$ cat config.mk
export PLATFORM = sky130hd
export DESIGN_NAME = lik_isqrt
export DESIGN_NICKNAME = d
export VERILOG_FILES = /design/src/rtl/core/lik_pkg.sv /design/src/rtl/core/lik_isqrt.sv
export SDC_FILE = /design/constraint.sdc
export NUM_CORES = 1
export LEC_CHECK = 0
export ABC_AREA = 1
export ABC_CLOCK_PERIOD_IN_PS = 2700
export BUFFER_PORTS_ARGS = -buffer_cell sky130_fd_sc_hd__buf_2
export CAP_MARGIN = 20
export CELL_PAD_IN_SITES_DETAIL_PLACEMENT = 2
export CELL_PAD_IN_SITES_GLOBAL_PLACEMENT = 2
export CORE_MARGIN = 3
export CORE_UTILIZATION = 38
export DETAILED_ROUTE_END_ITERATION = 6
export PLACE_DENSITY_LB_ADDON = 0.1
export SLEW_MARGIN = 10
export SYNTH_ARGS = -nofsm -noshare
export SYNTH_HDL_FRONTEND = slang
export SYNTH_SLANG_ARGS = --single-unit
$ cat constraint.sdc
create_clock -name clock -period 2.7 [get_ports clock]
set_clock_uncertainty 0.2 [all_clocks]
set_input_delay 0.54 -clock clock [delete_from_list [all_inputs] [get_ports clock]]
set_output_delay 0.54 -clock clock [all_outputs]
set_load 0.02 [all_outputs]
$ cat src/rtl/core/lik_pkg.sv
// ----------------------------------------------------------------------------
// Leg inverse kinematics package
// Shared widths, pipeline latencies, register indexes and CORDIC constants.
// ----------------------------------------------------------------------------
package lik_pkg;

   // Operand width of the atan2 unit and width of its angle result (2^-20 rad).
   localparam int OP_W = 48;
   localparam int ANG_W = 23;

   // Pipeline depth of the atan2 unit: magnitude, six normalize steps,
   // twenty CORDIC rotations and the quadrant fix-up.
   localparam int ATAN_NORM = 6;
   localparam int ATAN_STEPS = 20;
   localparam int ATAN_LAT = 1 + ATAN_NORM + ATAN_STEPS + 1;

   // Square root input widths.
   localparam int SQ1_W = 32;
   localparam int SQ2_W = 62;

   // Quotient bits of the cosine divider.
   localparam int DIV_STEPS = 30;

   localparam logic signed [ANG_W-1:0] HALF_PI_Q20 = 23'sd1647099;
   localparam logic signed [ANG_W-1:0] PI_Q20 = 23'sd3294199;

   // Configuration register indexes.
   localparam logic [2:0] CSR_COXA_LENGTH = 3'd0;
   localparam logic [2:0] CSR_FEMUR_LENGTH = 3'd1;
   localparam logic [2:0] CSR_TIBIA_LENGTH = 3'd2;
   localparam logic [2:0] CSR_FEMUR_REST = 3'd3;
   localparam logic [2:0] CSR_TIBIA_REST = 3'd4;

   // atan(2^-i) in 2^-20 rad.
   function automatic logic signed [ANG_W-1:0] atan_entry(input int idx);
      logic signed [ANG_W-1:0] v;
      unique case (idx)
         0: v = 23'sd823550;
         1: v = 23'sd486170;
         2: v = 23'sd256879;
         3: v = 23'sd130396;
         4: v = 23'sd65451;
         5: v = 23'sd32757;
         6: v = 23'sd16383;
         7: v = 23'sd8192;
         8: v = 23'sd4096;
         9: v = 23'sd2048;
         10: v = 23'sd1024;
         11: v = 23'sd512;
         12: v = 23'sd256;
         13: v = 23'sd128;
         14: v = 23'sd64;
         15: v = 23'sd32;
         16: v = 23'sd16;
         17: v = 23'sd8;
         18: v = 23'sd4;
         19: v = 23'sd2;
         default: v = '0;
      endcase
      return v;
   endfunction

endpackage

$ cat src/rtl/core/lik_isqrt.sv
// ----------------------------------------------------------------------------
// Pipelined rounding square root
// One result bit per stage, then a rounding stage: out = round(sqrt(in)).
// ----------------------------------------------------------------------------
module lik_isqrt #(
   parameter int IN_W = 32
) (
   input  logic                clock,
   input  logic [IN_W-1:0]     in_value,
   output logic [IN_W/2:0]     out_root
);
   import lik_pkg::*;

   localparam int H = IN_W / 2;
   localparam int R = H + 2;

   logic [H-1:0]    root_ff [H];
   logic [R-1:0]    rem_ff  [H];
   logic [IN_W-1:0] dat_ff  [H-1];
   logic [H:0]      out_ff;

   for (genvar i = 0; i < H; i++) begin : g_stage
      logic [H-1:0]    root_prev;
      logic [R-1:0]    rem_prev;
      logic [IN_W-1:0] dat_prev;
      logic [R-1:0]    rem_sh;
      logic [R-1:0]    trial;

      if (i == 0) begin : g_first
         assign root_prev = '0;
         assign rem_prev = '0;
         assign dat_prev = in_value;
      end else begin : g_next
         assign root_prev = root_ff[i-1];
         assign rem_prev = rem_ff[i-1];
         assign dat_prev = dat_ff[i-1];
      end

      always_comb begin
         rem_sh = {rem_prev[R-3:0], dat_prev[IN_W-1 -: 2]};
         trial = {root_prev, 2'b01};
      end

      always_ff @(posedge clock) begin
         if (rem_sh >= trial) begin
            rem_ff[i] <= rem_sh - trial;
            root_ff[i] <= {root_prev[H-2:0], 1'b1};
         end else begin
            rem_ff[i] <= rem_sh;
            root_ff[i] <= {root_prev[H-2:0], 1'b0};
         end
      end

      if (i < H - 1) begin : g_dat
         always_ff @(posedge clock) begin
            dat_ff[i] <= {dat_prev[IN_W-3:0], 2'b00};
         end
      end
   end

   // Round up when the remainder exceeds the truncated root.
   always_ff @(posedge clock) begin
      if (rem_ff[H-1] > {2'b00, root_ff[H-1]}) begin
         out_ff <= {1'b0, root_ff[H-1]} + {{H{1'b0}}, 1'b1};
      end else begin
         out_ff <= {1'b0, root_ff[H-1]};
      end
   end

   assign out_root = out_ff;

endmodule

## Yosys cells after proc, flatten, opt, wreduce, memory -nomap -nowiden

Memory sizes are Yosys's and may differ from the RTL's.
Cells that the tools add are included.

| word-level totals | value |
|---|---|
| register bits after elaboration | 17 |
| bits in writable memories | 994 |
| bits of input ports | 33 |
| word-level logic and storage cells | 152 |
| memories | 3 |

Memory list:

| memory | depth | width | read ports | clocked after Yosys merged registers in | wr ports | line | source |
|---|---|---|---|---|---|---|---|
| dat_ff | 15 | 30 | 15 | 0 | 15 | lik_isqrt.sv:19 | `logic [IN_W-1:0] dat_ff [H-1];` |
| rem_ff | 16 | 18 | 16 | 0 | 16 | lik_isqrt.sv:18 | `logic [R-1:0] rem_ff [H];` |
| root_ff | 16 | 16 | 16 | 0 | 16 | lik_isqrt.sv:17 | `logic [H-1:0] root_ff [H];` |

| cells by class | value |
|---|---|
| add/sub/neg operators | 17 |
| $lt $le $gt $ge | 17 |
| muxes and demuxes | 81 |
| bitwise gates (word level) | 32 |

Operator list:

| kind | number |
|---|---|
| $mux 18 | 16 |
| $mux 16 | 17 |
| $ge 18x18->1 | 15 |
| $sub 18x18->18 | 15 |
| $mux 1 | 48 |
| $or 1x1->1 | 32 |
| $gt 18x16->1 | 1 |
| $add 16x1->17 const B | 1 |
| $sub 2x1->3 const B | 1 |
| $ge 2x1->1 const B | 1 |

## Longest topological paths before layout

Gate-level depths: netlist of run 1.
An unclocked memory read counts as a cell.

| depth | value |
|---|---|
| depth after elaboration | 5 |
| depth in mapped cells | 16 |
| mapped depth without buffers | 15 |

## Worst setup path after synthesis of run 1

OpenSTA, ideal clock, no wires.

| timing path | value |
|---|---|
| path kind | reg2reg |
| start point | mem root_ff[0][81] (netlist name) |
| end point | mem rem_ff[0][112] (netlist name) |
| setup time | 122 ps |
| data arrival time | 1685 ps |
| data required time | 2378 ps |
| setup slack | 693 ps |
| cell stages (with the launch flop) | 12 |
| path buffers | 1 |
| period minus slack after synthesis | 2007 ps |
| cells stage by stage | dfxtp_1 inv_1 ha_1 a21oi_1 o21ai_2 nand2_1 nand2_2 a21oi_4 nand3_4 inv_4 buf_6 o21ai_0 |

RTL lines:

| what | line |
|---|---|
| start: declaration | lik_isqrt.sv:17 |
| end: declaration | lik_isqrt.sv:18 |

==> results.toml, run 1 <==
[run_status]
status = "finished clean"

[cells_and_area]
syn2layout_area_growth_pct = 16.1
final_common_cell = "nand2_1"
fillCellCount = 7455
postLayoutCoreUtil_pct = 45.0
fin_area_mm2 = 0.0300
regArea_mm2 = 0.0127
num-nets-final = 3486
drive_above_1_share_pct = 8.31
multiInputGateArea_mm2 = 0.0113
stdcell_count = 4199
antenna-diode-count = 0
final_cell_mix = "nand2_1 (764), dfxtp_1 (634), inv_1 (429), nor2_1 (216), nand3_1 (180)"

[sta]
fin_tns_setup_ns = 0
post-route-period-util_pct = 94.9
worst_slack_ns = 0.139
setup_viol = 0
whs_ns = 0.121
drv_slew = 0
fin_crit_ns = 2.56
tightest_slew_ns = 0.603
relSlewSlack_pct = 59.4
timing.final.hold_violations = 0
clock.fmax_ghz = 0.390

[yosys]
synth_edf_count = 0
ys_types = 51
ys.flop_type = "dfxtp_1"
ys_ff_latch = 635
yosys.area.top_type_share_pct = 49.2
yosysSeqAreaShare_pct = 49.2
netlist_top_cells_area = "dfxtp_1 (49%), nand2_1 (11%), ha_1 (8.3%), inv_1 (6.3%), nand3_1 (3.5%)"
syn_avg_cell_area_um2 = 8.27
syn_area_mm2 = 0.0258
synthArstFlopShare_pct = 0
syn-num-nets = 3327
yosys_warnings = 0
synth_top_area_cell = "dfxtp_1"
netlist_instances = 3123

[die]
io-pin-count = 50
die_y_um = 267
core_area_mm2 = 0.0666
num_rows = 94
die-area_mm2 = 0.0711
die_w_um = 267
initial_utilization_pct = 38.8

[grt]
antenna_found_initial = 1
gr-total-overflow = 0
grt_max_degree = 26
first_global_vias = 23519
grtUsageTotal_pct = 22.7
grt_pass1_wl_mm = 128

[critical_path]
end_kind = "flip-flop"
arrival_ns = 2.84
required_ns = 2.97
crit_type = "reg -> reg"
worstPathMaxFanout = 7
startpoint_type = "flip-flop"

[min_path]
hold_path.class = "reg -> reg"

[clocking]
clock_sinks = 635
clock_latency_ns = 0.61
htree_levels = 3
cts_made_buffers = 70
clock_path_buffers = 3
clockRootBuffer = "clkbuf_16"
cts_tree = "done"
path_clk_slew_ns = 0.07

[placement]
routabilityCongestion = 0.875
dp_worst_setup_slack_ns = -0.0926
port_buffers = 49
dp.cells = 4025
dpl_cell_area_mm2 = 0.0271
dp_hpwl_mm = 60.6

[drt]
antenna_left = 0
vias = 20781
drt_pass1_iterations = 4
wirelength_mm = 80.4
drtIter0Drc = 737
wl_per_cell_um = 19.1
via_per_inst = 4.95
route.detailed.drc = 0

[pwr]
totalPowerFinal_mw = 33.0
p_leak_nw = 15.7
p_per_area_mw_per_mm2 = 1100
max-vdd-ir-drop_v = 0.000626

[run]
maxCapViolations = 0
-- flip-flops by register name (all words and copies together), names as in the netlist --
name and flops:
dat_ff 240, rem_ff 242, root_ff 136, out_root 17
-- layer usage --
| metal | share of wire, % | global-route usage (%) | vias up |
|---|---|---|---|
| met2 | 53 | 43.3 | 194 |
| li1 | - | - | 10256 |
| met5 | 0 | 0 | - |
| met3 | 2.1 | 3.09 | 124 |
| met4 | 2.7 | 6.40 | 0 |
| met1 | 42 | 26.4 | 10207 |
-- worst paths after layout --
kind | start | endpoint | slack, ns | cells after the start
setup / recovery | root_ff[0][112] | rem_ff[1][3] | 0.14 | 11
hold / removal | dat_ff[0][49] | dat_ff[0][81] | 0.12 | 0
setup reg to reg | root_ff[0][112] | rem_ff[1][3] | 0.14 | 11
hold reg to reg | dat_ff[0][49] | dat_ff[0][81] | 0.12 | 0
-- critical path: stages (launching register included) --
cell        delay, ns
dfxtp_2          0.37
inv_1            0.07
ha_2             0.39
nand2_1          0.10
o21ai_2          0.20
nand2_1          0.16
nand2_1          0.14
nand2_1          0.12
nand3_4          0.19
clkinvlp_4       0.22
nand2_1          0.13
o21ai_0          0.13
-- what timing repair did --
item / in CTS / in global routing
pin swaps: 0 / 3
hold endpoints to repair: 33 / 0
endpoints found under the setup margin: 16 / 65
gates resized for setup: 9 / 15
cloned: 2 / 1
hold buffers: 33 / 0
buffers inserted: 0 / 13
-- area by class of cell --
cell class	count	share of cell area [%]
clock buffers	94	6.52
repair inverters	3	0.0752
flip-flops and latches	635	42.4
repair buffers	115	2.83
inverters	440	5.59
well taps	864	3.61
clock inverters	31	1.37
multi-input cells	2017	37.6
-- Yosys cell counts (15+ instances only) --
cell,number
nand3b_1,25
xnor2_1,54
a21o_1,26
inv_1,432
ha_1,171
nand2_2,15
a21oi_1,165
o21ai_0,109
o21ai_1,21
nand2_1,764
nand4_1,34
nor2_1,216
nor3_1,44
xor2_1,92
dfxtp_1,635
nand3_1,181
-- logic make-up (layout without fill, tap and decap cells) --
kind of cell	count (synthesis)	count (layout)	share of synthesized area (%)
buf+inv	471	683	7.34
fa+ha+maj	171	171	8.29
xor+xnor	146	146	4.95
other cells	1	1	0.0145
simple gates	1327	1327	22.0
compound gates	372	372	8.15
flops	635	635	49.2
-- where the power goes --
part | switching (mW) | internal, mW
Clock | 3.93 | 5.89
Sequential | 1.57 | 11.4
Combinational | 6.70 | 3.53
Power figures use the tool's default switching activity.
==> inputs of run 2 (changes only) <==
BUFFER_PORTS_ARGS = default   (was -buffer_cell sky130_fd_sc_hd__buf_2)
CORE_UTILIZATION = 39   (was 38)
DONT_BUFFER_PORTS = 1   (was default)
==> results.toml, run 2 (synthesis gave the netlist of run 1 again) <==
[die]
initial_utilization_pct = 39.8
die_y_um = 263
die-area_mm2 = 0.0693
die_w_um = 263
io-pin-count = 50
core_area_mm2 = 0.0649
num_rows = 93

[clocking]
clock_latency_ns = 0.63
clock_sinks = 635
path_clk_slew_ns = 0.07
clockRootBuffer = "clkbuf_16"
cts_made_buffers = 70
cts_tree = "done"
clock_path_buffers = 3
htree_levels = 3

[run_status]
status = "finished clean"

[run]
maxCapViolations = 0

[min_path]
min_delay_path_depth = 0
min_to = "dat_ff[0][78]"
hold_path.class = "reg -> reg"
min-delay-start = "dat_ff[0][46]"

[drt]
wl_per_cell_um = 20.1
via_per_inst = 5.03
drt_pass1_iterations = 4
route.detailed.drc = 0
vias = 20805
drtIter0Drc = 717
antenna_left = 0
wirelength_mm = 83.1

[grt]
antenna_found_initial = 1
gr-total-overflow = 0
grt_pass1_wl_mm = 132
grt_max_degree = 27
grtUsageTotal_pct = 23.7
first_global_vias = 23770

[sta]
relSlewSlack_pct = 54.7
fin_crit_ns = 2.57
tightest_slew_ns = 0.674
timing.final.hold_violations = 0
setup_viol = 0
drv_slew = 0
post-route-period-util_pct = 95.3
clock.fmax_ghz = 0.389
rsz0062_at_grt = "no"

[critical_path]
crit_slowest_cell = "o21ai_0"
required_ns = 3.04
startpoint_type = "flip-flop"
crit_type = "reg -> reg"
crit_path_max_incr_delay_ns = 0.48
crit_chain = "inv_1 -> ha_1 -> nand2_1 -> inv_1 -> nand3_1 -> o21ai_0 -> nand3b_1 -> nand2_1 -> nand2_1 -> a21oi_1"
reg2reg_setup_slack_ns = 0.13
arrival_ns = 2.91
r2r_end = "rem_ff[1][15]"
rr_worst_depth = 10
r2r_start = "root_ff[0][113]"
cpMostUsedCell = "nand2_1"
worstPathMaxFanout = 4
end_kind = "flip-flop"

[pwr]
totalPowerFinal_mw = 33.8
max-vdd-ir-drop_v = 0.000527
p_clk_share_pct = 31.0
p_per_area_mw_per_mm2 = 1130
p_int_mw = 21.1
p_seq_share_pct = 38.9
switching_share_pct = 37.6
power.switching_mw = 12.7
p_leak_nw = 15.5
power_frac_comb_pct = 30.2

[cells_and_area]
syn2layout_area_growth_pct = 15.6
antenna-diode-count = 0
largestRegisters = "rem_ff (242), dat_ff (240), root_ff (136)"
final_cell_mix = "nand2_1 (762), dfxtp_1 (635), inv_1 (429), nor2_1 (215), nand3_1 (180)"
regMostFlops = "rem_ff"
largest_register_ffs = 242
postLayoutCoreUtil_pct = 46.0
num-nets-final = 3429
final_common_cell = "nand2_1"
drive_above_1_share_pct = 7.26

[placement]
routabilityCongestion = 0.879
dp_hpwl_mm = 59.2
port_buffers = 0
run 2: timing repair:
item                                    4_1_cts  5_1_grt
hold buffers                                 33        0
endpoints found under the setup margin       13       68
resized for setup                             5       33
hold endpoints to repair                     33        0
cloned                                        3        2
pin swaps                                     0        2
setup buffers                                 0        5
run 2: area by class of cell:
cell class | count | area (µm²)
sequential | 635 | 12700
clock inverter | 37 | 607
inverter | 440 | 1670
clock buffer | 88 | 1940
multi-input combinational | 2017 | 11300
timing repair buffer | 56 | 515
timing repair inverter | 5 | 37.5
fill | 7203 | 35100
tap | 855 | 1070
run 2: routing by layer:
| metal | track usage [%] | share of wire, % | vias up |
|---|---|---|---|
| li1 | - | - | 10135 |
| met2 | 45.4 | 53 | 285 |
| met3 | 2.86 | 2.3 | 160 |
| met1 | 26.8 | 41 | 10225 |
| met5 | 0 | 0 | - |
| met4 | 8.69 | 3.5 | 0 |
run 2: worst max-delay path, delay by kind of cell, from the launching register on:
kind	cells	cell delay (ns)
DFF	1	0.35
adders and majority gates	1	0.42
AOI/OAI and AO/OA	2	0.60
and+or+nand+nor	5	0.67
buffers and inverters	2	0.23
run 2: how the worst max path moves through the flow:
stage,from,endpoint,cells past startpoint
6_report,root_ff[0][113],rem_ff[1][15],10
5_1_grt,root_ff[1][80],rem_ff[1][117],13
4_1_cts,root_ff[0][112],rem_ff[1][4],11
3_5_place_dp,root_ff[0][113],rem_ff[1][5],10
3_3_place_gp,root_ff[0][115],rem_ff[1][5],8
2_1_floorplan,root_ff[0][81],rem_ff[0][112],11
run 2: per-stage QoR:
| stage | hold slack (ns) | TNS (ns) | area (µm²) | std cells | setup slack [ns] |
|---|---|---|---|---|---|
| global route | 0.131 | 0 | 29800 | 4133 | 0.00266 |
| finish | 0.121 | 0 | 29800 | 4133 | 0.127 |
| detailed placement | 0.113 | -0.783 | 26800 | 3965 | -0.163 |
| CTS | 0.123 | 0 | 29700 | 4126 | 0.000300 |
| floorplan | 0.110 | 0 | 25800 | 3123 | 0.693 |
| global placement | 0.110 | 0 | 26800 | 3965 | 0.00944 |
run 2: power groups by stage:
| stage | clock [mW] | sequential, mW | combinational [mW] |
|---|---|---|---|
| 2_1_floorplan | 0 | 12.5 | 7.18 |
| 3_3_place_gp | 0 | 13.3 | 9.16 |
| 3_5_place_dp | 0 | 13.3 | 9.72 |
| 4_1_cts | 10.7 | 13.2 | 10.1 |
| 5_1_grt | 11.1 | 13.3 | 11.6 |
| 6_report | 10.5 | 13.1 | 10.2 |
